File: src/rtl/sollf_pkg.sv
// shared types, constants, microprogram and helpers for the lead-lag filter
package sollf_pkg;

    localparam int ACC_W = 64;

    typedef logic signed [ACC_W-1:0] t_acc;

    // largest magnitude every intermediate saturates to
    localparam t_acc ACC_MAX = {1'b0, {(ACC_W-1){1'b1}}};

    localparam int CFG_IDX_W = 3;

    typedef enum logic [CFG_IDX_W-1:0] {
        CFG_GAIN,
        CFG_NAT_FREQ,
        CFG_DAMPING,
        CFG_LEAD_FIRST,
        CFG_LEAD_SECOND,
        CFG_CYCLE_TIME,
        CFG_INIT_OUT,
        CFG_INIT_PREV
    } t_cfg_idx;

    typedef enum logic [1:0] {
        ST_IDLE,
        ST_ISSUE,
        ST_WAIT,
        ST_FINISH
    } t_state;

    typedef enum logic [1:0] {
        OP_ADD,
        OP_SUB,
        OP_MUL,
        OP_DIV
    } t_op;

    typedef enum logic [4:0] {
        SRC_ONE,
        SRC_W,
        SRC_T,
        SRC_TH,
        SRC_B1,
        SRC_B2,
        SRC_GAIN,
        SRC_U,
        SRC_U1,
        SRC_U2,
        SRC_V1,
        SRC_V2,
        SRC_S,
        SRC_A2,
        SRC_C1,
        SRC_C2,
        SRC_D1,
        SRC_D2,
        SRC_NUM
    } t_src;

    typedef enum logic [2:0] {
        DST_S,
        DST_A2,
        DST_C1,
        DST_C2,
        DST_D1,
        DST_D2,
        DST_NUM
    } t_dst;

    typedef struct packed {
        t_op  op;
        t_src src_a;
        t_src src_b;
        t_dst dst;
    } t_uop;

    localparam int UOP_COUNT = 31;
    localparam int PC_W      = $clog2(UOP_COUNT);

    typedef logic [PC_W-1:0] t_pc;

    localparam t_pc PC_LAST = t_pc'(UOP_COUNT - 1);

    // one filter update, scratch value kept in s
    function automatic t_uop uop_rom(input t_pc pc);
        t_uop u;
        case (pc)
            0:       u = '{OP_DIV, SRC_ONE,  SRC_W,   DST_S};   // 1/w
            1:       u = '{OP_DIV, SRC_S,    SRC_W,   DST_A2};  // a2
            2:       u = '{OP_ADD, SRC_TH,   SRC_TH,  DST_S};
            3:       u = '{OP_DIV, SRC_S,    SRC_W,   DST_S};   // a1
            4:       u = '{OP_DIV, SRC_S,    SRC_T,   DST_C1};
            5:       u = '{OP_DIV, SRC_A2,   SRC_T,   DST_S};
            6:       u = '{OP_DIV, SRC_S,    SRC_T,   DST_C2};
            7:       u = '{OP_DIV, SRC_B1,   SRC_T,   DST_D1};
            8:       u = '{OP_DIV, SRC_B2,   SRC_T,   DST_S};
            9:       u = '{OP_DIV, SRC_S,    SRC_T,   DST_D2};
            10:      u = '{OP_ADD, SRC_C2,   SRC_C2,  DST_S};
            11:      u = '{OP_ADD, SRC_C1,   SRC_S,   DST_S};
            12:      u = '{OP_MUL, SRC_S,    SRC_V1,  DST_NUM};
            13:      u = '{OP_MUL, SRC_C2,   SRC_V2,  DST_S};
            14:      u = '{OP_SUB, SRC_NUM,  SRC_S,   DST_NUM};
            15:      u = '{OP_ADD, SRC_ONE,  SRC_D1,  DST_S};
            16:      u = '{OP_ADD, SRC_S,    SRC_D2,  DST_S};
            17:      u = '{OP_MUL, SRC_GAIN, SRC_S,   DST_S};
            18:      u = '{OP_MUL, SRC_S,    SRC_U,   DST_S};
            19:      u = '{OP_ADD, SRC_NUM,  SRC_S,   DST_NUM};
            20:      u = '{OP_ADD, SRC_D2,   SRC_D2,  DST_S};
            21:      u = '{OP_ADD, SRC_D1,   SRC_S,   DST_S};
            22:      u = '{OP_MUL, SRC_GAIN, SRC_S,   DST_S};
            23:      u = '{OP_MUL, SRC_S,    SRC_U1,  DST_S};
            24:      u = '{OP_SUB, SRC_NUM,  SRC_S,   DST_NUM};
            25:      u = '{OP_MUL, SRC_GAIN, SRC_D2,  DST_S};
            26:      u = '{OP_MUL, SRC_S,    SRC_U2,  DST_S};
            27:      u = '{OP_ADD, SRC_NUM,  SRC_S,   DST_NUM};
            28:      u = '{OP_ADD, SRC_ONE,  SRC_C1,  DST_S};
            29:      u = '{OP_ADD, SRC_S,    SRC_C2,  DST_S};   // denominator
            30:      u = '{OP_DIV, SRC_NUM,  SRC_S,   DST_S};   // new output
            default: u = '{OP_ADD, SRC_ONE,  SRC_ONE, DST_S};
        endcase
        return u;
    endfunction

    // magnitude of a signed value, the most negative one included
    function automatic logic [ACC_W-1:0] mag(input t_acc a);
        return a[ACC_W-1] ? ACC_W'(-a) : ACC_W'(a);
    endfunction

    // clamp a magnitude and apply the sign
    function automatic t_acc sat_mag(input logic neg, input logic ovf,
                                     input logic [ACC_W-1:0] m);
        logic [ACC_W-1:0] lim;
        lim = (ovf || m[ACC_W-1]) ? ACC_W'(ACC_MAX) : m;
        return neg ? -t_acc'(lim) : t_acc'(lim);
    endfunction

endpackage

File: src/rtl/sollf_mul.sv
// iterative fixed-point multiplier, one 32x32 partial product per cycle
module sollf_mul #(
    parameter int FRAC_BITS = 16
) (
    input  logic           i_clk,
    input  logic           i_rst_n,
    input  logic           i_start,
    input  sollf_pkg::t_acc i_a,
    input  sollf_pkg::t_acc i_b,
    output logic           o_done,
    output sollf_pkg::t_acc o_result
);
    import sollf_pkg::*;

    localparam int HALF_W = ACC_W / 2;
    localparam int PROD_W = 2 * ACC_W;

    logic [ACC_W-1:0]  r_xm;
    logic [ACC_W-1:0]  r_ym;
    logic              r_neg;
    logic [PROD_W-1:0] r_acc;
    logic [1:0]        r_step;
    logic              r_busy;
    logic              r_done;

    logic [HALF_W-1:0] x_half;
    logic [HALF_W-1:0] y_half;
    logic [ACC_W-1:0]  pp;
    logic [PROD_W-1:0] pp_sh;

    always_comb begin
        x_half = r_step[1] ? r_xm[ACC_W-1:HALF_W] : r_xm[HALF_W-1:0];
        y_half = r_step[0] ? r_ym[ACC_W-1:HALF_W] : r_ym[HALF_W-1:0];
        pp     = ACC_W'(x_half) * ACC_W'(y_half);
        case (r_step)
            2'd0:    pp_sh = PROD_W'(pp);
            2'd1:    pp_sh = PROD_W'(pp) << HALF_W;
            2'd2:    pp_sh = PROD_W'(pp) << HALF_W;
            default: pp_sh = PROD_W'(pp) << ACC_W;
        endcase
    end

    always_ff @(posedge i_clk) begin
        if (!i_rst_n) begin
            r_busy <= 1'b0;
            r_done <= 1'b0;
            r_step <= '0;
        end else begin
            r_done <= 1'b0;
            if (i_start) begin
                r_busy <= 1'b1;
                r_step <= '0;
            end else if (r_busy) begin
                r_step <= r_step + 2'd1;
                if (r_step == 2'd3) begin
                    r_busy <= 1'b0;
                    r_done <= 1'b1;
                end
            end
        end
    end

    always_ff @(posedge i_clk) begin
        if (i_start) begin
            r_xm  <= mag(i_a);
            r_ym  <= mag(i_b);
            r_neg <= i_a[ACC_W-1] ^ i_b[ACC_W-1];
            r_acc <= '0;
        end else if (r_busy) begin
            r_acc <= r_acc + pp_sh;
        end
    end

    // drop the fraction bits, saturate what is left above
    assign o_result = sat_mag(r_neg, |r_acc[PROD_W-1:ACC_W+FRAC_BITS],
                              r_acc[ACC_W+FRAC_BITS-1:FRAC_BITS]);
    assign o_done   = r_done;

endmodule

File: config.mk
export PLATFORM = sky130hd
export DESIGN_NAME = sollf_mul
export DESIGN_NICKNAME = d
export VERILOG_FILES = /design/src/rtl/sollf_pkg.sv /design/src/rtl/sollf_mul.sv
export SDC_FILE = /design/constraint.sdc
export NUM_CORES = 2
export LEC_CHECK = 0
export BUFFER_PORTS_ARGS = -buffer_cell sky130_fd_sc_hd__buf_2
export CORE_UTILIZATION = 50
export DETAILED_ROUTE_END_ITERATION = 8
export PLACE_DENSITY = 0.69
export SKIP_CTS_REPAIR_TIMING = 1
export SYNTH_ARGS = -nofsm -noshare
export SYNTH_HDL_FRONTEND = slang
export SYNTH_SLANG_ARGS = --single-unit
File: constraint.sdc
create_clock -name i_clk -period 11.8 [get_ports i_clk]
set_clock_uncertainty 0.15 [all_clocks]
set_input_delay 1.77 -clock i_clk [delete_from_list [all_inputs] [get_ports i_clk]]
set_output_delay 1.77 -clock i_clk [all_outputs]
set_load 0.03 [all_outputs]
# Yosys cells after proc, flatten, opt, wreduce, memory -nomap -nowiden
# Cells that the tools add are included.
# op_classes
shift	0
muxes	11
bitwise	3
magnitude_cmp	0
n_eq_ne	3
div	0
n_addsub	5
multipliers	1
reduce_logical	6
# op_table
cell	n
128-bit one-hot mux with 2 select lines	1
64-bit negation	3
128-bit adder	1
64-bit two-way mux	2
63-bit two-way mux	2
32-bit by 32-bit multiplier with 64-bit output	1
32-bit two-way mux	2
48-bit OR reduction	1
2-bit equality test (second input constant)	2
1-bit two-way mux	4
2-bit OR reduction	2
3-bit OR reduction	1
2-bit by 1-bit adder with 2-bit output (second input constant)	1
2-bit by 1-bit equality test with 1-bit output (second input constant)	1
2-bit logical NOT	1
1-bit NOT	2
1-bit logical OR	1
1-bit XOR	1
# word_totals
latchBits	0
mem_count	0
wordCells	38
output_inout_bits	65
mem_bits_rw	0
romBits	0
regBits	261
in_bits	131

# Logic depth before layout (Yosys ltp)
# logic_depth
ltp_word	5
depth_mapped	48

# Worst setup path after synthesis
# OpenSTA, ideal clock, no wires.
# synth_timing
path_type	flip-flop to flip-flop
start	reg r_step[1]
end	reg r_acc[127]
t_required_ps	11580
arrival_ps	11376
synth_period_minus_slack_ps	11597
setup_slack_ps	203
stages_incl_launch_ff	44
cell_sequence	dfxtp_1 > clkbuf_1 > clkbuf_1 > buf_1 > mux2i_1 > clkbuf_1 > nor2_1 > fa_1 > fa_1 > inv_1 > fa_1 > fa_1 > inv_1 > fa_1 > fa_1 > fa_1 > fa_1 > ha_1 > [... 8 more ...] > a21boi_0 > o221ai_1 > a221oi_1 > xor2_1 > o22ai_1 > ha_1 > clkbuf_1 > nand2_1 > or4_1 > inv_1 > nand4_1 > o22a_1 > o2111ai_1 > nand3_1 > a31oi_1 > a211oi_1 > or4_1 > a21oi_1
# synth_between
elab_chain_cells	4
# synth_rtl
item	line	source
from (decl)	sollf_mul.sv:22	logic [1:0] r_step;
from (signal assigned)	sollf_mul.sv:54	r_step <= r_step + 2'd1;
32-bit two-way mux (tied with other cells)	sollf_mul.sv:32	x_half = r_step[1] ? r_xm[ACC_W-1:HALF_W] : r_xm[HALF_W-1:0];
32-bit by 32-bit multiplier with 64-bit output or 2-bit OR reduction (tied branches)	-	
128-bit one-hot mux with 2 select lines *	sollf_mul.sv:35	case (r_step)
128-bit adder *	sollf_mul.sv:70	r_acc <= r_acc + pp_sh;
to (signal assigned)	sollf_mul.sv:70	
to (decl)	sollf_mul.sv:21	logic [PROD_W-1:0] r_acc;
# Mark *: on every way between the ends. The rest lies on a longest branch, timed or not.
# A chain may end at the register's enable or synchronous reset.

# Worst setup path after layout
# Same ends and word-level chain as after synthesis.

==> impl_metrics.tcl <==
set metrics [dict create \
    status "complete, no violations" \
    period_minus_slack_ns 11.62 \
    critPathLaunchType "register" \
    synth-seq-cells 261 \
    gr-usage-all-layers 0.367 \
    ant_nets 0 \
    worstMarginPinSlew_ns 1.21 \
    crit_path_end_kind "register" \
    yosysMostFrequentCell "inv_1" \
    min_path_type "register to register" \
    critPathMaxStageDelay_ns 0.62 \
    die_w_um 334 \
    min_period_over_period 0.985 \
    place_area_sq_um 61000 \
    cap_violations 0 \
    r2r_slack_ns 0.18 \
    path_class "register to register" \
    synth_top_area_frac 0.325 \
    ys_top_cells_by_count "926 x inv_1, 897 x fa_1, 889 x nor2_1" \
    initial_core_util 0.505 \
    n_fill_cell 9814 \
    reg2reg_from "r_step[1]" \
    drt_wl_total_mm 207 \
    drive_above_1_share 0.141 \
    cp_max_fo 17 \
    rows 121 \
    hold_start "r_acc[81]" \
    stdcell_area_sq_um 63300 \
    routed_via_density 5.97 \
    port_buffers 195 \
    cts_tree "yes" \
    clk_latency_ns 0.62 \
    numCtsBuffers 37 \
    place_hpwl_mm 171 \
    cp.arrival_ns 12.02 \
    overflow 0 \
    grt_max_degree 110 \
    cts_buffer_depth 3 \
    root_buffer "clkbuf_16" \
    synth_top_family_by_area "adder cells" \
    synth-seq-area-share 0.118 \
    crit_path_frequent_cell "fa_1" \
    io_pins 196 \
    core_area_sq_um 109000 \
    finish.net_count 8376 \
    r2r_end "r_acc[127]" \
    slew_violations 0 \
    synth_compound_area_frac 0.127 \
    gp_congestion 1.06 \
    first_global_vias 50300 \
    antenna_found_initial 5 \
    grt_pass1_wl_mm 307 \
    yosysUniqueCellTypes 76 \
    setup_tns_ns 0 \
    syn-instance-count 6556 \
    async_flop_share 0 \
    via_count 50600 \
    syn_to_final_growth_pct 14.8 \
    synth_edf_count 129 \
    min_delay_worst_endpoint "r_acc[81]" \
    dpl_worst_slack_ns -0.515 \
    chipHeight_um 334 \
    r2r_cells 39 \
    final-hold-violation-count 0 \
    yosys.area_share.simple 0.165 \
    drtPass1Iterations 8 \
    path_clk_slew_ns 0.08 \
    crit_required_ns 12.21 \
    syn_nets 7979 \
    dieArea_sq_um 112000 \
    synth_fa_ha_area_frac 0.415 \
    wl_per_cell_um 24.4 \
    cts_htree_levels 2 \
    min_path_cells 2 \
    crit_slowest_cell "fa_1" \
    yosys.area.top_type "fa_1" \
    relSlewSlack 0.190 \
    synthMuxAreaShare 0.0359 \
    synth_flop_cell "dfxtp_1" \
    cts_sinks 261 \
    synth.area.top_cells "fa_1 33%, ha_1 9.0%, edfxtp_1 7.0%" \
    yosys_warnings 0 \
    fmax_mhz 86.1 \
    netlist_area_sq_um 55200 \
    fin_ws_ns 0.183 \
    synth_xor_area_frac 0.0527 \
    hold_slack_ns 0.338 \
    syn_area_per_cell_sq_um 8.42 \
    drt_iter0_markers 5227 \
    setup_viol 0 \
    drcViolationCount 0 \
]
## area by class of cell
cell class,count,area (sq um),share of cell area
clock buffer,47,1030,0.0163
antenna,13,32.5,0.000514
tap,1476,1850,0.0292
multi-input combinational,5020,44600,0.704
sequential,261,6530,0.103
timing repair buffer,706,5500,0.0868
clock inverter,20,334,0.00527
inverter,927,3480,0.0549
## stage by stage
stage          cells  utilization
3_3_place_gp    8353        0.559
4_1_cts         8420        0.571
6_report        8470        0.580
5_1_grt         8457        0.580
3_5_place_dp    8353        0.559
2_1_floorplan   6556            -
## metal layers
| layer | vias up | track usage | share of wire |
|---|---|---|---|
| li1 | 22200 | - | - |
| met1 | 25100 | 0.495 | 0.40 |
| met2 | 2785 | 0.557 | 0.43 |
| met3 | 578 | 0.0936 | 0.12 |
| met4 | 2 | 0.164 | 0.051 |
| met5 | - | 0 | 0.00062 |
## worst max-delay path by stage
stage,start,endpoint,slack [ns],cells past startpoint
global route,r_step[0],r_acc[127],-0.14,45
finish,r_step[1],r_acc[127],0.18,39
global placement,r_step[1],r_acc[126],-0.30,43
detailed placement,r_step[0],r_acc[126],-0.51,44
floorplan,r_step[1],r_acc[127],0.20,43
CTS,r_step[0],r_acc[126],-0.57,44
## placed cells by master (no fill, tap or decap), types with 141 or more instances in the layout
master,instances
inv_1,926
fa_1,895
nor2_1,884
nand2_1,751
buf_4,452
ha_1,386
a21oi_1,285
o21ai_0,282
xnor2_1,231
buf_2,194
a21o_1,141
## critical path: cells and delay by family, from the launching register on
family	cells	cell delay, ns
flip-flops	1	0.51
AND/OR/NAND/NOR	3	0.67
XOR/XNOR	1	0.28
adder cells (fa/ha/maj)	10	4.70
buffers and inverters	5	0.82
multiplexers	1	0.51
AO/OA/AOI/OAI	19	3.86
## flip-flops by register name, indices dropped and copies added (netlist names)
signal,flops
r_step,2
o_done,1
r_busy,1
r_neg,1
r_ym,64
r_acc,128
r_xm,64
## cells by family after synthesis
| logic type | Yosys count |
|---|---|
| AND/OR/NAND/NOR | 2103 |
| adder cells (fa/ha/maj) | 1292 |
| buffers and inverters | 1275 |
| AO/OA/AOI/OAI | 1103 |
| XOR/XNOR | 332 |
| flip-flops | 261 |
| multiplexers | 190 |
Power is not shown: default switching activity piles up to over one toggle a cycle in this logic, so the estimate is an artifact.
