## src/rtl/sollf_pkg.sv

```systemverilog
// shared types, constants, microprogram and helpers for the lead-lag filter
package sollf_pkg;

    localparam int ACC_W = 64;

    typedef logic signed [ACC_W-1:0] t_acc;

    // largest magnitude every intermediate saturates to
    localparam t_acc ACC_MAX = {1'b0, {(ACC_W-1){1'b1}}};

    localparam int CFG_IDX_W = 3;

    typedef enum logic [CFG_IDX_W-1:0] {
        CFG_GAIN,
        CFG_NAT_FREQ,
        CFG_DAMPING,
        CFG_LEAD_FIRST,
        CFG_LEAD_SECOND,
        CFG_CYCLE_TIME,
        CFG_INIT_OUT,
        CFG_INIT_PREV
    } t_cfg_idx;

    typedef enum logic [1:0] {
        ST_IDLE,
        ST_ISSUE,
        ST_WAIT,
        ST_FINISH
    } t_state;

    typedef enum logic [1:0] {
        OP_ADD,
        OP_SUB,
        OP_MUL,
        OP_DIV
    } t_op;

    typedef enum logic [4:0] {
        SRC_ONE,
        SRC_W,
        SRC_T,
        SRC_TH,
        SRC_B1,
        SRC_B2,
        SRC_GAIN,
        SRC_U,
        SRC_U1,
        SRC_U2,
        SRC_V1,
        SRC_V2,
        SRC_S,
        SRC_A2,
        SRC_C1,
        SRC_C2,
        SRC_D1,
        SRC_D2,
        SRC_NUM
    } t_src;

    typedef enum logic [2:0] {
        DST_S,
        DST_A2,
        DST_C1,
        DST_C2,
        DST_D1,
        DST_D2,
        DST_NUM
    } t_dst;

    typedef struct packed {
        t_op  op;
        t_src src_a;
        t_src src_b;
        t_dst dst;
    } t_uop;

    localparam int UOP_COUNT = 31;
    localparam int PC_W      = $clog2(UOP_COUNT);

    typedef logic [PC_W-1:0] t_pc;

    localparam t_pc PC_LAST = t_pc'(UOP_COUNT - 1);

    // one filter update, scratch value kept in s
    function automatic t_uop uop_rom(input t_pc pc);
        t_uop u;
        case (pc)
            0:       u = '{OP_DIV, SRC_ONE,  SRC_W,   DST_S};   // 1/w
            1:       u = '{OP_DIV, SRC_S,    SRC_W,   DST_A2};  // a2
            2:       u = '{OP_ADD, SRC_TH,   SRC_TH,  DST_S};
            3:       u = '{OP_DIV, SRC_S,    SRC_W,   DST_S};   // a1
            4:       u = '{OP_DIV, SRC_S,    SRC_T,   DST_C1};
            5:       u = '{OP_DIV, SRC_A2,   SRC_T,   DST_S};
            6:       u = '{OP_DIV, SRC_S,    SRC_T,   DST_C2};
            7:       u = '{OP_DIV, SRC_B1,   SRC_T,   DST_D1};
            8:       u = '{OP_DIV, SRC_B2,   SRC_T,   DST_S};
            9:       u = '{OP_DIV, SRC_S,    SRC_T,   DST_D2};
            10:      u = '{OP_ADD, SRC_C2,   SRC_C2,  DST_S};
            11:      u = '{OP_ADD, SRC_C1,   SRC_S,   DST_S};
            12:      u = '{OP_MUL, SRC_S,    SRC_V1,  DST_NUM};
            13:      u = '{OP_MUL, SRC_C2,   SRC_V2,  DST_S};
            14:      u = '{OP_SUB, SRC_NUM,  SRC_S,   DST_NUM};
            15:      u = '{OP_ADD, SRC_ONE,  SRC_D1,  DST_S};
            16:      u = '{OP_ADD, SRC_S,    SRC_D2,  DST_S};
            17:      u = '{OP_MUL, SRC_GAIN, SRC_S,   DST_S};
            18:      u = '{OP_MUL, SRC_S,    SRC_U,   DST_S};
            19:      u = '{OP_ADD, SRC_NUM,  SRC_S,   DST_NUM};
            20:      u = '{OP_ADD, SRC_D2,   SRC_D2,  DST_S};
            21:      u = '{OP_ADD, SRC_D1,   SRC_S,   DST_S};
            22:      u = '{OP_MUL, SRC_GAIN, SRC_S,   DST_S};
            23:      u = '{OP_MUL, SRC_S,    SRC_U1,  DST_S};
            24:      u = '{OP_SUB, SRC_NUM,  SRC_S,   DST_NUM};
            25:      u = '{OP_MUL, SRC_GAIN, SRC_D2,  DST_S};
            26:      u = '{OP_MUL, SRC_S,    SRC_U2,  DST_S};
            27:      u = '{OP_ADD, SRC_NUM,  SRC_S,   DST_NUM};
            28:      u = '{OP_ADD, SRC_ONE,  SRC_C1,  DST_S};
            29:      u = '{OP_ADD, SRC_S,    SRC_C2,  DST_S};   // denominator
            30:      u = '{OP_DIV, SRC_NUM,  SRC_S,   DST_S};   // new output
            default: u = '{OP_ADD, SRC_ONE,  SRC_ONE, DST_S};
        endcase
        return u;
    endfunction

    // magnitude of a signed value, the most negative one included
    function automatic logic [ACC_W-1:0] mag(input t_acc a);
        return a[ACC_W-1] ? ACC_W'(-a) : ACC_W'(a);
    endfunction

    // clamp a magnitude and apply the sign
    function automatic t_acc sat_mag(input logic neg, input logic ovf,
                                     input logic [ACC_W-1:0] m);
        logic [ACC_W-1:0] lim;
        lim = (ovf || m[ACC_W-1]) ? ACC_W'(ACC_MAX) : m;
        return neg ? -t_acc'(lim) : t_acc'(lim);
    endfunction

endpackage

```

## src/rtl/sollf_div.sv

```systemverilog
// restoring fixed-point divider, one quotient bit per cycle
module sollf_div #(
    parameter int FRAC_BITS = 16
) (
    input  logic           i_clk,
    input  logic           i_rst_n,
    input  logic           i_start,
    input  sollf_pkg::t_acc i_a,
    input  sollf_pkg::t_acc i_b,
    output logic           o_done,
    output sollf_pkg::t_acc o_result
);
    import sollf_pkg::*;

    localparam int N     = ACC_W + FRAC_BITS;
    localparam int CNT_W = $clog2(N);

    logic [N-1:0]     r_num;
    logic [N-1:0]     r_quo;
    logic [ACC_W-1:0] r_den;
    logic [ACC_W-1:0] r_rem;
    logic             r_neg;
    logic             r_byzero;
    t_acc             r_zres;
    logic [CNT_W-1:0] r_cnt;
    logic             r_busy;
    logic             r_done;

    logic [ACC_W:0]   rem_sh;
    logic [ACC_W:0]   diff;
    logic             qbit;

    always_comb begin
        rem_sh = {r_rem, r_num[N-1]};
        diff   = rem_sh - {1'b0, r_den};
        qbit   = !diff[ACC_W];
    end

    always_ff @(posedge i_clk) begin
        if (!i_rst_n) begin
            r_busy <= 1'b0;
            r_done <= 1'b0;
            r_cnt  <= '0;
        end else begin
            r_done <= 1'b0;
            if (i_start) begin
                // zero divisor answers at once
                r_busy <= (i_b != '0);
                r_done <= (i_b == '0);
                r_cnt  <= '0;
            end else if (r_busy) begin
                r_cnt <= r_cnt + 1'b1;
                if (r_cnt == CNT_W'(N - 1)) begin
                    r_busy <= 1'b0;
                    r_done <= 1'b1;
                end
            end
        end
    end

    always_ff @(posedge i_clk) begin
        if (i_start) begin
            r_num    <= {mag(i_a), {FRAC_BITS{1'b0}}};
            r_den    <= mag(i_b);
            r_rem    <= '0;
            r_quo    <= '0;
            r_neg    <= i_a[ACC_W-1] ^ i_b[ACC_W-1];
            r_byzero <= (i_b == '0);
            r_zres   <= (i_a == '0) ? '0 : (i_a[ACC_W-1] ? -ACC_MAX : ACC_MAX);
        end else if (r_busy) begin
            r_num <= r_num << 1;
            r_rem <= qbit ? diff[ACC_W-1:0] : rem_sh[ACC_W-1:0];
            r_quo <= {r_quo[N-2:0], qbit};
        end
    end

    assign o_result = r_byzero ? r_zres
                               : sat_mag(r_neg, |r_quo[N-1:ACC_W], r_quo[ACC_W-1:0]);
    assign o_done   = r_done;

endmodule

```

## config.mk

```make
export PLATFORM = sky130hd
export DESIGN_NAME = sollf_div
export DESIGN_NICKNAME = d
export VERILOG_FILES = /design/src/rtl/sollf_pkg.sv /design/src/rtl/sollf_div.sv
export SDC_FILE = /design/constraint.sdc
export NUM_CORES = 1
export LEC_CHECK = 0
export ABC_AREA = 1
export BUFFER_PORTS_ARGS = -buffer_cell sky130_fd_sc_hd__buf_2
export CAP_MARGIN = 40
export CORE_ASPECT_RATIO = 1.2
export CORE_MARGIN = 3
export CORE_UTILIZATION = 50
export DETAILED_ROUTE_END_ITERATION = 8
export PLACE_DENSITY = 0.77
export SYNTH_ARGS = -nofsm -noshare
export SYNTH_HDL_FRONTEND = slang
export SYNTH_SLANG_ARGS = --single-unit
```

## constraint.sdc

```tcl
create_clock -name i_clk -period 3.5 [get_ports i_clk]
set_input_delay 0.7 -clock i_clk [delete_from_list [all_inputs] [get_ports i_clk]]
set_output_delay 0.7 -clock i_clk [all_outputs]
set_load 0.02 [all_outputs]
```

# After elaboration in Yosys (flattened, before gate mapping)
# Cells that the tools add are included.
word_totals:
  in_bits: 131
  wordCells: 42
  reg_bits: 347
  output_inout_bits: 65
classes:
  bitwise: 2
  n_eq_ne: 1
  reduce_logical: 8
  addsub: 5
  muxes: 15
op_table:
  columns: ["op", "count"]
  rows:
  - ["64-bit 2-to-1 mux", 6]
  - ["64-bit negator", 3]
  - ["80-bit 2-to-1 mux", 2]
  - ["64-bit zero test", 2]
  - ["65-bit by 64-bit subtractor with 65-bit output", 1]
  - ["64-bit nonzero test", 1]
  - ["63-bit 2-to-1 mux", 1]
  - ["16-bit OR reduction", 1]
  - ["7-bit by 1-bit adder with 7-bit output, second input constant", 1]
  - ["7-bit equality test, second input constant", 1]
  - ["1-bit 2-to-1 mux", 6]
  - ["2-bit nonzero test", 1]
  - ["2-bit OR reduction", 1]
  - ["1-bit zero test", 1]
  - ["1-bit logical OR", 1]
  - ["1-bit NOT", 1]
  - ["1-bit bitwise XOR", 1]

# Longest topological paths before layout
# Gate-level depths: netlist of run 1.
depth:
  depth_word: 6
  depth_mapped: 21
  depth_no_buf: 20

# Worst setup path before layout of run 1
# OpenSTA, ideal clock, no wires.
synth_path:
  path_type: "reg2out"
  from: "register r_quo[72]"
  to: "output port o_result[20]"
  path_slack_ps: 185
  stages_incl_launch_ff: 19
  t_arrival_ps: 2615
  path_buffers: 1
  cell_sequence: "dfxtp_1 > nor2_2 > nand3_2 > nor2_8 > nand2_8 > buf_2 > nor2_1 > ha_1 > inv_1 > nor2_1 > inv_1 > nor2_1 > nand2_1 > inv_2 > nand2_1 > nand2_2 > nand3_2 > xor2_1 > o21ai_0"
synth_via:
  elab_chain_len: 6
synth_rtl:
  columns: ["element", "line_no", "rtl"]
  rows:
  - ["start: declaration", "sollf_div.sv:19", "logic [N-1:0] r_quo;"]
  - ["start signal: assignment", "sollf_div.sv:73", "r_quo <= {r_quo[N-2:0], qbit};"]
  - ["16-bit OR reduction (*)", "sollf_div.sv:78", ": sat_mag(r_neg, |r_quo[N-1:ACC_W], r_quo[ACC_W-1:0]);"]
  - ["1-bit logical OR (*)", "sollf_pkg.sv:133", "lim = (ovf || m[ACC_W-1]) ? ACC_W'(ACC_MAX) : m;"]
  - ["64-bit 2-to-1 mux (*)", "sollf_pkg.sv:133", null]
  - ["64-bit negator", "sollf_pkg.sv:134", "return neg ? -t_acc'(lim) : t_acc'(lim);"]
  - ["64-bit 2-to-1 mux (*)", "sollf_pkg.sv:134", null]
  - ["64-bit 2-to-1 mux (*)", "sollf_div.sv:77", "assign o_result = r_byzero ? r_zres"]
  - ["end: declaration", "sollf_div.sv:11", "output sollf_pkg::t_acc o_result"]
# Mark *: on every way between the ends. The rest lies on a longest branch, timed or not.

# Final worst setup path of run 1
layout_path:
  from: "register r_quo[66]"
  to: "output port o_result[45]"
# The elaborated chain is that of the path after synthesis.

==> results.sh, run 1 <==
export IMPL_finClkSkew_ns=0.0214
export IMPL_drtPass1Iterations=6
export IMPL_grt_use_total_pct=32.0
export IMPL_worstHoldStart="i_b[0]"
export IMPL_hold_buffers=0
export IMPL_drc=0
export IMPL_finalCriticalPeriod_ns=3.85
export IMPL_placeableCoreArea_um2=45000
export IMPL_die_h_um=240
export IMPL_wirelength_um=81900
export IMPL_yosys_warnings=0
export IMPL_synthTopCellsByArea="edfxtp_1 18%, nand2_1 16%, dfxtp_1 13%"
export IMPL_clk_root_buffer_cell="clkbuf_16"
export IMPL_antenna_found_initial=2
export IMPL_path_max_fanout=5
export IMPL_rr_startpoint="r_num[79]"
export IMPL_end_kind="primary output"
export IMPL_dieWidth_um=201
export IMPL_cts_made_buffers=31
export IMPL_synth_enable_flop_cells=133
export IMPL_post_route_util_pct=60.5
export IMPL_drive_above_1_share_pct=16.4
export IMPL_ys_seq_elements=286
export IMPL_dp_hpwl_um=61700
export IMPL_p_leak_nw=13.7
export IMPL_clockBufferDepth=3
export IMPL_seqCellArea_um2=7060
export IMPL_max_vdd_ir_drop_mv=0.406
export IMPL_grt_pass1_wl_um=123000
export IMPL_slew_viol_final=0
export IMPL_cp_start_kind="flop"
export IMPL_criticalPathCategory="reg -> out"
export IMPL_powerDensity_nw_per_um2=307
export IMPL_post_route_period_util_pct=110
export IMPL_finalSetupViolCount=55
export IMPL_clk_latency_ns=0.61
export IMPL_critPathRequiredTime_ns=2.80
export IMPL_fmax_ghz=0.260
export IMPL_outcome="finished, violations left"
export IMPL_gp_congestion=1.04
export IMPL_grt_max_degree=80
export IMPL_die_area_um2=48200
export IMPL_synthCells=3557
export IMPL_cp_arrival_ns=3.15
export IMPL_failed_checks="negative setup slack"
export IMPL_synth_ff_type="dfxtp_1"
export IMPL_place_area_um2=24700
export IMPL_wl_per_cell_um=18.5
export IMPL_cts_tree="done"
export IMPL_worst_slew_pin_slew_ns=0.863
export IMPL_worst_slack_ns=-0.353
export IMPL_multi_input_area_um2=14000
export IMPL_syn_num_nets=3757
export IMPL_synth_avg_cell_area_um2=6.41
export IMPL_hold_viol=0
export IMPL_slew_headroom_pct=42.4
export IMPL_maxCapViolCount=0
export IMPL_clk_pin_slew_ns=0.06
export IMPL_syn_area_um2=22800
export IMPL_ys_seq_area_share_pct=30.9
export IMPL_cp_startpoint="r_quo[66]"
export IMPL_viasPerCell=5.51
export IMPL_syn_to_final_growth_pct=19.4
export IMPL_async_flop_share_pct=0
export IMPL_io_pins=196
export IMPL_yosys_area_top_type="edfxtp_1"
export IMPL_yosys_cell_types_count=54
export IMPL_hold_path_class="in -> reg"
export IMPL_nFillCells=4321
export IMPL_rsz0062_at_grt="true"
export IMPL_rows=85
export IMPL_antennaDiodeCount=0
export IMPL_drtIter0Drc=1875
export IMPL_port_buffers=195
export IMPL_ant_nets=0
export IMPL_overflow=0
export IMPL_cts_sinks=286
export IMPL_yosys_area_top_type_share_pct=17.5
export IMPL_start_util_pct=50.7
export IMPL_num_vias=24400
export IMPL_nets=4000
export IMPL_fin_area_um2=27200
export IMPL_cts_max_level=1
export IMPL_grt_pass1_vias=23100
==> cells by family (layout without fill, tap and decap cells) <==
kind of cell	Yosys count	in the layout	share of synthesized area (%)
buffers and inverters	642	910	11.1
and+or+nand+nor	1951	1951	37.4
DFF	286	286	30.9
xor gates and xnor gates	136	136	5.22
adders and majority gates	69	69	3.82
AOI/OAI and AO/OA	473	473	11.5
==> worst max-delay path, cell delays in order, from the launching register on <==
cell and delay [ns]:
dfxtp_2 0.33, nor2_2 0.17, nand3_4 0.12, nor2_8 0.15
nand2_8 0.09, buf_4 0.18, nor2_4 0.14, nand2_2 0.12
nor2_4 0.16, nand2_1 0.08, nor2_2 0.17, nand2_1 0.12
nor2_1 0.14, buf_4 0.16, nor2_1 0.04, nand2_1 0.07
nand3_1 0.08, nand2_1 0.11, buf_6 0.14
==> metal layers <==
layer	GRT usage [%]	part of all wire (%)
met5	0	0.033
met2	55.8	47
met4	22.2	8.5
met3	3.56	6.6
met1	37.0	38
==> what timing repair did <==
item                       in CTS  in global routing
cloned                          6                  3
pin swaps                      24                 43
buffers inserted               23                 12
gates resized for setup       161                163
setup endpoints to repair      58                 59
==> Yosys cell counts, types with 55 or more instances <==
cell type,count
nand2_1,981
inv_1,529
nor2_1,428
nand3_1,291
o21ai_0,177
dfxtp_1,153
a21oi_1,133
edfxtp_1,133
xor2_1,81
o22ai_1,79
clkbuf_1,68
ha_1,68
nand4_1,57
xnor2_1,55
==> layout by cell type (no fill, tap or decap), types with 49 or more instances in the layout <==
master    netlist  routed
buf_2           5     150
buf_4          12     111
nand2_1       981     941
nor2_1        428     372
nand3_1       291     258
o21ai_0       177     163
o22ai_1        79      79
xor2_1         81      81
dfxtp_1       153     148
edfxtp_1      133     133
nand4_1        57      57
inv_1         529     519
nor3_1         52      49
xnor2_1        55      55
ha_1           68      67
a21oi_1       133     129
==> report_power, final <==
group,leakage [nW],switching (mW),internal (mW)
logic,10.6,0.929,0.445
clock network,0.481,1.44,1.79
registers,2.56,0.0532,3.71
total,13.7,2.42,5.95
==> metrics by stage <==
stage / hold slack, ns / setup TNS, ns / instances / total power [mW] / worst slack (ns)
3_5_place_dp: 0.462 / 0 / 4335 / 5.15 / 0.0258
3_3_place_gp: 0.444 / 0 / 4335 / 5.13 / 0.0830
2_1_floorplan: 0.429 / 0 / 3557 / 4.67 / 0.185
5_1_grt: 0.300 / -20.94 / 4434 / 8.69 / -0.486
4_1_cts: 0.291 / -13.32 / 4421 / 8.37 / -0.387
6_report: 0.320 / -13.11 / 4434 / 8.37 / -0.353
==> layout make-up <==
cell class	instances	share of cell area [%]
clock inverters	11	0.313
flip-flops and latches	286	25.9
inverters	537	7.44
well taps	609	2.80
clock buffers	47	3.33
multi-input cells	2629	51.5
repair buffers	315	8.73
==> sequential cells by signal (all words and copies together) (netlist names), 3 cells and up <==
register / cells
r_rem: 64
r_den: 64
r_num: 64
r_zres: 3
r_quo: 80
r_cnt: 7
==> worst paths after layout <==
path	slack, ns	cells past startpoint	endpoint
hold reg to reg	0.47	2	r_rem[56]
hold / removal	0.32	1	r_den[0]
setup / recovery	-0.35	18	o_result[45]
setup reg to reg	0.45	18	r_rem[37]
Note: power is estimated with default switching activity, not from simulation.
==> run 2, diff against run 1 <==
--- a/config.mk
+++ b/config.mk
@@ -5,7 +5,6 @@
 export SDC_FILE = /design/constraint.sdc
 export NUM_CORES = 1
 export LEC_CHECK = 0
-export ABC_AREA = 1
 export BUFFER_PORTS_ARGS = -buffer_cell sky130_fd_sc_hd__buf_2
 export CAP_MARGIN = 40
 export CORE_ASPECT_RATIO = 1.2
==> results.sh, run 2 <==
export IMPL_path_cells="nor4_1, and4_4, nand2_8, nor2_4, ha_4, nor2b_4, nand3_2, or4_4, or4_4, o21ai_2, nand2_2, a31oi_4, buf_6"
export IMPL_grt_max_degree=171
export IMPL_largest_register_ffs=80
export IMPL_drtIter0Drc=1438
export IMPL_max_vdd_ir_drop_mv=0.350
export IMPL_yosys_area_top_type="edfxtp_1"
export IMPL_end_kind="primary output"
export IMPL_grt_pass1_wl_um=86500
export IMPL_yosys_cell_types_count=78
export IMPL_clk_root_buffer_cell="clkbuf_16"
export IMPL_viasPerCell=5.89
export IMPL_antenna_found_initial=1
export IMPL_placeableCoreArea_um2=38300
export IMPL_crit_family="simple AND/OR/NAND/NOR gates"
export IMPL_clockBufferDepth=3
export IMPL_path_max_fanout=4
export IMPL_async_flop_share_pct=0
export IMPL_gp_congestion=0.946
export IMPL_use_met3_pct=2.43
export IMPL_ys_seq_area_share_pct=36.1
export IMPL_whs_ns=0.389
export IMPL_synth_avg_cell_area_um2=8.27
export IMPL_syn_to_final_growth_pct=26.4
export IMPL_die_area_um2=41500
export IMPL_antennaDiodeCount=0
export IMPL_r2r_slack_ns=0.16
export IMPL_cp_slowest_cell="or4_4"
export IMPL_yosys_area_top_type_share_pct=20.4
export IMPL_endpoint="o_result[60]"
export IMPL_slew_viol_final=0
export IMPL_worst_slack_ns=-0.719
export IMPL_grt_busiest_layer="met2"
export IMPL_place_ws_ns=-0.303
export IMPL_wirelength_um=55300
export IMPL_cp_startpoint="r_quo[66]"
export IMPL_fmax_ghz=0.237
export IMPL_die_h_um=223
export IMPL_grt_use_met2_pct=42.8
export IMPL_synth_enable_flop_cells=133
export IMPL_r2r_cells=15
export IMPL_rows=78
export IMPL_io_pins=196
export IMPL_syn_area_um2=19600
export IMPL_grt_pass1_vias=17600
export IMPL_clk_latency_ns=0.57
export IMPL_rr_startpoint="r_num[79]"
export IMPL_finalSetupViolCount=58
export IMPL_nets=2868
export IMPL_yosysMostFrequentCell="nor2_1"
export IMPL_clk_pin_slew_ns=0.07
export IMPL_cts_max_level=1
export IMPL_ant_nets=0
export IMPL_critPathRequiredTime_ns=2.80
export IMPL_cts_tree="done"
export IMPL_yosys_warnings=0
export IMPL_synthTopCellsByCount="334 x nor2_1, 219 x a21oi_1, 178 x nand2_1"
export IMPL_worst_slew_pin_slew_ns=0.982
export IMPL_synthCells=2366
export IMPL_critPathBufInv=1
export IMPL_failed_checks="negative setup slack"
export IMPL_drtPass1Iterations=7
export IMPL_hold_viol=0
export IMPL_cp_start_kind="flop"
export IMPL_crit_top_cell="or4_4"
export IMPL_fin_setup_tns_ns=-25.58
export IMPL_grt_use_total_pct=24.5
export IMPL_worstHoldStart="i_b[0]"
export IMPL_synth_ff_type="dfxtp_1"
export IMPL_wl_per_cell_um=17.2
export IMPL_cts_made_buffers=29
export IMPL_start_util_pct=51.1
export IMPL_synthTopCellsByArea="edfxtp_1 20%, dfxtp_1 16%, nor2_1 6.4%"
export IMPL_grtUsageMet1_pct=31.5
export IMPL_nFillCells=3204
export IMPL_powerDensity_nw_per_um2=393
export IMPL_maxCapViolCount=0
export IMPL_dp_hpwl_um=38700
export IMPL_dieWidth_um=187
export IMPL_final_cell_mix="322 x nor2_1, 223 x buf_4, 209 x a21oi_1"
export IMPL_place_area_um2=22300
export IMPL_finClkSkew_ns=0.0187
export IMPL_drc=0
export IMPL_rsz0062_at_grt="true"
export IMPL_cts_sinks=286
export IMPL_cp_arrival_ns=3.52
export IMPL_outcome="finished, violations left"
export IMPL_finalCriticalPeriod_ns=4.22
export IMPL_largest_register="r_quo"
export IMPL_hold_path_class="in -> reg"
export IMPL_port_buffers=195
export IMPL_hold_buffers=0
export IMPL_drive_above_1_share_pct=24.0
export IMPL_ys_seq_elements=286
export IMPL_slew_headroom_pct=34.5
export IMPL_fin_area_um2=24700
export IMPL_reg2reg_to="r_rem[61]"
export IMPL_cp_num_cells=13
export IMPL_final_common_cell="nor2_1"
export IMPL_criticalPathCategory="reg -> out"
export IMPL_num_vias=18900
export IMPL_worst_path_largest_cell_delay_ns=0.45
export IMPL_syn_num_nets=2566
export IMPL_post_route_period_util_pct=121
export IMPL_p_leak_nw=10.2
export IMPL_overflow=0
-- run 2: worst min path at each step --
| stage | endpoint | slack, ns | cells past startpoint |
|---|---|---|---|
| after floorplan | r_quo[79] | 0.46 | 2 |
| after detailed placement | r_rem[53] | 0.49 | 2 |
| after global routing | r_den[0] | 0.38 | 1 |
| after CTS | r_den[0] | 0.36 | 1 |
| final | r_den[0] | 0.39 | 1 |
| after global placement | r_quo[79] | 0.48 | 2 |
-- run 2: logic make-up after synthesis --
logic type,Yosys count,synth area share (%)
DFF,286,36.1
buffers and inverters,241,4.76
and+or+nand+nor,824,20.0
muxes,92,4.72
xor gates and xnor gates,220,9.89
AOI/OAI and AO/OA,634,20.2
adders and majority gates,69,4.45
-- run 2: metal layers --
metal / part of all wire, % / routed length, um / vias up
met5: 0.013 / 7 / -
met4: 3.5 / 1940 / 2
met3: 5.6 / 3090 / 150
met2: 49 / 27000 / 664
met1: 42 / 23300 / 8929
li1: - / - / 9164
-- run 2: area by class of cell --
class	count	area, um^2	share of cell area (%)
multi-input combinational	1840	12600	51.0
sequential	286	7070	28.6
timing repair buffer	413	3050	12.3
clock buffer	35	793	3.21
tap	520	651	2.63
inverter	98	368	1.49
clock inverter	19	183	0.739
-- run 2: power by group --
group          leakage [nW]  internal, mW  switching (mW)
Clock                 0.494          1.84            1.35
Sequential             2.55          3.76           0.117
Combinational          7.13          1.09            1.54
Total                  10.2          6.70            3.01
-- run 2: repair_timing --
item	4_1_cts	5_1_grt
gates cloned	1	3
pin swaps	37	53
endpoints found under the setup margin	117	123
resized for setup	128	155
setup buffers	15	20
-- run 2: worst register-to-register path, stage by stage, from the launching register on --
cell	delay, ns
edfxtp_1	0.51
inv_1	0.09
ha_2	0.20
fa_2	0.35
nand2b_4	0.17
a21oi_4	0.15
o21ai_2	0.09
o211ai_1	0.24
a21oi_2	0.15
o21ai_2	0.19
buf_6	0.18
xor2_4	0.18
buf_6	0.16
mux2_2	0.34
a22oi_1	0.15
a311oi_1	0.06
-- run 2: stage by stage --
stage,util [%],power (mW),cells
after floorplan,-,5.53,2366
after global placement,58.2,6.25,3118
after detailed placement,58.3,6.31,3121
after CTS,62.6,9.61,3191
after global routing,64.7,10.2,3211
final,64.7,9.71,3211
